===== src/hdl/lsogi_div.sv =====
// ----------------------------------------------------------------------------
// lsogi_div: restoring signed divider, one quotient bit per cycle.
// Quotient truncates toward zero, as a C integer division does.
// ----------------------------------------------------------------------------
`default_nettype none
module lsogi_div (
	input  wire logic               clk,
	input  wire logic               arst_n,
	input  wire logic               start,
	input  wire logic signed [47:0] num,
	input  wire logic        [25:0] den,
	output logic                    done,
	output logic signed [47:0]      quo
);
	logic [47:0] mag_q;
	logic [47:0] rem_q;
	logic [25:0] den_q;
	logic        neg_q;
	logic [5:0]  cnt_q;
	logic        busy_q;
	logic [48:0] trial;

	assign trial = {rem_q, mag_q[47]} - {23'd0, den_q};

	always_ff @(posedge clk or negedge arst_n) begin
		if (!arst_n) begin
			busy_q <= 1'b0;
			done   <= 1'b0;
			cnt_q  <= '0;
		end else begin
			done <= 1'b0;
			if (start) begin
				busy_q <= 1'b1;
				cnt_q  <= 6'd48;
			end else if (busy_q) begin
				cnt_q <= cnt_q - 6'd1;
				if (cnt_q == 6'd1) begin
					busy_q <= 1'b0;
					done   <= 1'b1;
				end
			end
		end
	end

	always_ff @(posedge clk) begin
		if (start) begin
			mag_q <= num[47] ? 48'(-num) : num;
			neg_q <= num[47];
			den_q <= den;
			rem_q <= '0;
		end else if (busy_q) begin
			if (!trial[48]) begin
				rem_q <= trial[47:0];
				mag_q <= {mag_q[46:0], 1'b1};
			end else begin
				rem_q <= {rem_q[46:0], mag_q[47]};
				mag_q <= {mag_q[46:0], 1'b0};
			end
		end
	end

	assign quo = neg_q ? -$signed(mag_q) : $signed(mag_q);
endmodule
`default_nettype wire


===== config.mk =====
export PLATFORM = sky130hd
export DESIGN_NAME = lsogi_div
export DESIGN_NICKNAME = d
export VERILOG_FILES = /design/src/hdl/lsogi_div.sv
export SDC_FILE = /design/constraint.sdc
export NUM_CORES = 1
export LEC_CHECK = 0
export ABC_AREA = 0
export BUFFER_PORTS_ARGS = -buffer_cell sky130_fd_sc_hd__buf_2
export CAP_MARGIN = 25
export CORE_MARGIN = 2
export CORE_UTILIZATION = 39
export CTS_BUF_LIST = sky130_fd_sc_hd__clkbuf_16
export DETAILED_ROUTE_END_ITERATION = 10
export HOLD_SLACK_MARGIN = 0.05
export PLACE_DENSITY = 0.69
export SYNTH_ARGS = -nofsm -noshare
export SYNTH_HDL_FRONTEND = slang
export SYNTH_SLANG_ARGS = --single-unit

===== constraint.sdc =====
create_clock -name clk -period 4.8 [get_ports clk]
set_input_delay 0.24 -clock clk [delete_from_list [all_inputs] [get_ports clk]]
set_output_delay 0.24 -clock clk [all_outputs]
set_load 0.02 [all_outputs]

# Word-level counts from Yosys, hierarchy flattened
# Index checks and enable logic that the tools add are counted.
# word_totals
register_bits	131
output_inout_bits	49
# classes
muxes	14
addsub	4
eq_ne	1
n_reduce_logical	1
# op_table
op	n
48-bit 2-to-1 mux	5
48-bit negator	2
49-bit by 26-bit subtractor with 49-bit output	1
6-bit 2-to-1 mux	2
1-bit 2-to-1 mux	7
6-bit by 1-bit == test with 1-bit output (second input constant)	1
6-bit by 1-bit subtractor with 6-bit output (second input constant)	1
2-bit nonzero test	1

# Logic depth before layout (Yosys ltp)
# depth
ltp_word	4
depth_mapped	14
depth_no_buf	13

# Worst setup path before layout
# OpenSTA, ideal clock, no wires.
# synth_path
path_type	register to output
from	register mag_q[15]
to	output port quo[45]
arrival_ns	3.194
required_ns	4.560
stages_incl_launch_ff	10
setup_slack_ns	1.366
cell_sequence	edfxtp_1 > or4_4 > nor3_2 > nand4_1 > or4_1 > or4_4 > or4_4 > nand2b_4 > o31ai_2 > xnor2_1
# synth_via
elab_chain_len	2
# synth_lines
element	line_no	source
start, declared	15	logic [47:0] mag_q;
start signal, assigned	47	mag_q <= num[47] ? 48'(-num) : num;
start signal, assigned	54	mag_q <= {mag_q[46:0], 1'b1};
start signal, assigned	57	mag_q <= {mag_q[46:0], 1'b0};
48-bit negator	62	assign quo = neg_q ? -$signed(mag_q) : $signed(mag_q);
48-bit 2-to-1 mux	62	
end, declared	13	output logic signed [47:0] quo
# Every way passes these cells.

# Worst setup path after layout
# layout_path
from	register mag_q[13]
to	output port quo[45]
# The elaborated chain is that of the path after synthesis.

==> flow_metrics.py <==
metrics = {
    "global_routing": {
        "first_global_vias": 7318,
        "global_route.usage.total_pct": 17.81,
        "overflow": 0,
        "initial_antenna_violation_count": 1,
        "grt_start_max_net_pins": 89,
        "grt_pass1_wl_um": 35450,
    },
    "detailed_routing": {
        "detail_route.wl_per_cell_um": 14.90,
        "drt_first_pass_iters": 5,
        "routed-via-count": 7910,
        "detail_route.vias_per_cell": 5.436,
        "totalWireLength_um": 21680,
        "final_antenna_net_count": 0,
        "drc": 0,
        "dr.first_iter.drc_count": 564,
    },
    "synthesis": {
        "async_flop_share_pct": 6.107,
        "yosysTopAreaCell": "sky130_fd_sc_hd__edfxtp_1",
        "synthMuxAreaShare_pct": 2.341,
        "synth_edf_count": 75,
        "syn_area_sq_um": 9031,
        "synth_cells": 1029,
        "seq_area_frac_synth_pct": 37.79,
        "share_of_the_synthesized_area_in_compound_gates_ao_oa_aoi_oai_pct": 18.44,
        "synth.net_count": 1137,
        "synth_simple_gate_area_share_pct": 20.52,
        "combinational_family_with_the_most_area_after_synthesis": "simple AND/OR/NAND/NOR gates",
        "netlist.area_leader.share_pct": 24.94,
        "synth_adder_area_share_pct": 4.378,
        "synth_ff_type": "sky130_fd_sc_hd__edfxtp_1",
        "synth.top_cells.by_area": "sky130_fd_sc_hd__edfxtp_1, sky130_fd_sc_hd__dfxtp_1, sky130_fd_sc_hd__xnor2_1, sky130_fd_sc_hd__xor2_1, sky130_fd_sc_hd__ha_1",
        "yosysWarnings": 0,
        "synth_xor_area_share_pct": 12.51,
        "synth_cell_types": 72,
        "yosys_register_bits": 131,
        "syn_avg_cell_area_sq_um": 8.777,
    },
    "worst_setup_path": {
        "critPathMostFrequentCell": "sky130_fd_sc_hd__or4_4",
        "critical_path_arrival_ns": 3.93,
        "worstSetupEndpointType": "output pin",
        "worst-setup-path-type": "register to output pin",
        "cpPeakStageDelay_ns": 0.53,
        "startpoint_type": "register",
        "timing.critical_path.slowest_stage_cell": "sky130_fd_sc_hd__or4_4",
        "worstRegToRegCells": 13,
        "cp_cell_sequence": "or4_4 > nor3_2 > nand4_1 > or4_1 > or4_4 > or4_4 > nand2b_4 > o31ai_2 > xnor2_1 > buf_2",
        "path_depth": 10,
        "path_buf_inv": 1,
        "cp_data_required_time_ns": 4.56,
        "critPathTopFamily": "simple AND/OR/NAND/NOR gates",
        "timing.critical_path.fanout_max": 5,
    },
    "clock_network": {
        "cts.htree.levels": 4,
        "cts_tree": "built",
        "cts.repair.resized": 0,
        "clk_latency_ns": 0.42,
        "clock_sinks": 131,
        "cts-hold-fix-buffers": 27,
        "cts-buffers-inserted": 17,
        "cts_root_buffer": "sky130_fd_sc_hd__clkbuf_16",
        "cts.reportedPaths.clkPinSlew_ns": 0.07,
        "cts_setup_buffers": 0,
        "cts_buffer_depth": 2,
    },
    "pwr": {
        "static-leakage-power_nw": 4.296,
        "power.switching_fraction_pct": 38.19,
        "power_density_nw_per_um2": 500.8,
        "comb_power_share_pct": 42.8,
        "total_power_mw": 5.413,
        "p_clk_share_pct": 25.6,
        "sequentialPowerShare_pct": 31.6,
        "peak_supply_drop_uv": 353.6,
        "p_switching_mw": 2.067,
        "internal-power_mw": 3.346,
    },
    "floorplanning": {
        "floorplan.io_pins": 126,
        "fp.dieArea_sq_um": 24390,
        "initial_util_pct": 39.77,
        "floorplan.core_area_sq_um": 22710,
        "fp.dieW_um": 156.2,
        "rows": 55,
        "floorplan.die.height_um": 156.2,
    },
    "min_path": {
        "hold_path.class": "input port to asynchronous set/reset pin",
    },
    "final_layout": {
        "final_cell_mix": "sky130_fd_sc_hd__buf_2, sky130_fd_sc_hd__nor2_1, sky130_fd_sc_hd__nand2_1",
        "num-nets-final": 1264,
        "drive_gt1_share_pct": 17.37,
        "syn2layout_area_growth_pct": 19.67,
        "final_common_cell": "sky130_fd_sc_hd__buf_2",
    },
    "timing": {
        "period_utilization_post_route_pct": 86.92,
        "finalSetupTns_ns": 0,
        "number_of_endpoints_with_negative_hold_slack_in_the_final_report": 0,
        "rsz0062_at_grt": "no",
        "report.final.setup_viol": 0,
        "fmax_mhz": 239.7,
        "finalCriticalPeriod_ns": 4.172,
        "slew_viol_final": 0,
        "timing.max_slew.rel_slack_pct": 44.27,
        "timing_worst_slew_pin_value_ns": 0.8359,
        "fin_worst_skew_ns": 0.01177,
    },
    "placement": {
        "port-buffer-count": 125,
        "gpl.final_weighted_congestion": 0.9099,
        "place_hpwl_um": 15430,
    },
    "flow_run": {
        "maxCapViolations": 0,
    },
    "outcome": {
        "result_of_the_run": "finished, final reports clean",
    },
}
[worst reg2reg max path, delay by kind of cell (launching register included)]
| kind | cells | cell delay [ns] |
|---|---|---|
| AOI/OAI and AO/OA | 4 | 0.81 |
| xor gates and xnor gates | 1 | 0.26 |
| adders and majority gates | 2 | 0.63 |
| buffers and inverters | 1 | 0.07 |
| DFF | 1 | 0.43 |
| and+or+nand+nor | 5 | 1.64 |
[stage by stage]
stage / cells / setup WS [ns] / hold WS [ns] / cell area [sq um] / util (%)
3_3_place_gp: 1393 / 1.015 / 0.09330 / 9879 / 43.50
6_report: 1455 / 0.6278 / 0.1951 / 10810 / 47.59
3_5_place_dp: 1393 / 0.8934 / 0.09884 / 9879 / 43.50
4_1_cts: 1452 / 0.6005 / 0.1874 / 10780 / 47.47
5_1_grt: 1454 / 0.3947 / 0.1955 / 10810 / 47.58
2_1_floorplan: 1029 / 1.366 / -0.05559 / 9031 / -
[final timing paths]
path                            from         to  slack (ns)
setup / recovery           mag_q[13]    quo[45]        0.63
hold / removal                arst_n   cnt_q[4]        0.20
setup reg to reg           mag_q[47]  rem_q[46]        0.86
hold reg to reg             rem_q[1]   rem_q[1]        0.49
max in group asynchronous     arst_n     busy_q        4.41
min in group clk              num[0]   mag_q[0]        0.23
[per-layer routing]
layer	global-route usage (%)	wire length [um]	vias to the layer above
met3	3.361	1283	29
met2	29.22	9805	232
met1	24.02	10270	3658
met4	5.024	311	2
met5	0	12	-
li1	-	-	3989
[power groups by stage]
stage | clock network, mW | registers (mW) | logic, mW
after global routing | 1.46 | 1.75 | 2.60
after CTS | 1.41 | 1.71 | 2.31
after global placement | 0 | 1.72 | 2.25
after detailed placement | 0 | 1.73 | 2.28
final | 1.38 | 1.71 | 2.32
after floorplan | 0 | 1.65 | 1.83
[flip-flops by register name, summed over array words and instances, names as in the netlist]
register and count:
mag_q 48, den_q 26, busy_q 1, neg_q 1
rem_q 48, done 1, cnt_q 6
[layout make-up]
cell class | instances | area, sq um
diodes | 1 | 2.502
well taps | 285 | 356.6
clock buffers | 17 | 425.4
flip-flops and latches | 131 | 3415
repair buffers | 161 | 975.9
multi-input cells | 804 | 5274
fillers | 2143 | 11900
clock inverters | 15 | 205.2
inverters | 41 | 153.9
[Yosys cell counts (5+ instances only)]
cell type and count:
sky130_fd_sc_hd__a211oi_1 27, sky130_fd_sc_hd__a21o_1 9, sky130_fd_sc_hd__a21oi_1 71, sky130_fd_sc_hd__a31oi_1 8, sky130_fd_sc_hd__buf_1 8, sky130_fd_sc_hd__buf_2 5, sky130_fd_sc_hd__clkbuf_1 39, sky130_fd_sc_hd__dfrtp_1 8
sky130_fd_sc_hd__dfxtp_1 48, sky130_fd_sc_hd__edfxtp_1 75, sky130_fd_sc_hd__ha_1 30, sky130_fd_sc_hd__inv_1 41, sky130_fd_sc_hd__mux2_2 9, sky130_fd_sc_hd__mux2i_1 11, sky130_fd_sc_hd__nand2_1 96, sky130_fd_sc_hd__nand2b_1 20
sky130_fd_sc_hd__nand3_1 15, sky130_fd_sc_hd__nor2_1 100, sky130_fd_sc_hd__nor2b_1 10, sky130_fd_sc_hd__nor3_1 30, sky130_fd_sc_hd__nor4_1 9, sky130_fd_sc_hd__o21a_1 7, sky130_fd_sc_hd__o21ai_0 61, sky130_fd_sc_hd__o31ai_1 28
sky130_fd_sc_hd__o41ai_1 9, sky130_fd_sc_hd__or2_2 8, sky130_fd_sc_hd__or3_1 29, sky130_fd_sc_hd__or4_1 16, sky130_fd_sc_hd__xnor2_1 70, sky130_fd_sc_hd__xor2_1 59
[cells by family (layout without fill, tap and decap cells)]
kind of cell               count (synthesis)  count (layout)
xor gates and xnor gates                 129             129
adders and majority gates                 31              31
AOI/OAI and AO/OA                        257             257
DFF                                      131             131
muxes                                     20              20
and+or+nand+nor                          367             367
buffers and inverters                     94             234
other                                      0               1
(Power assumes the default switching activity.)
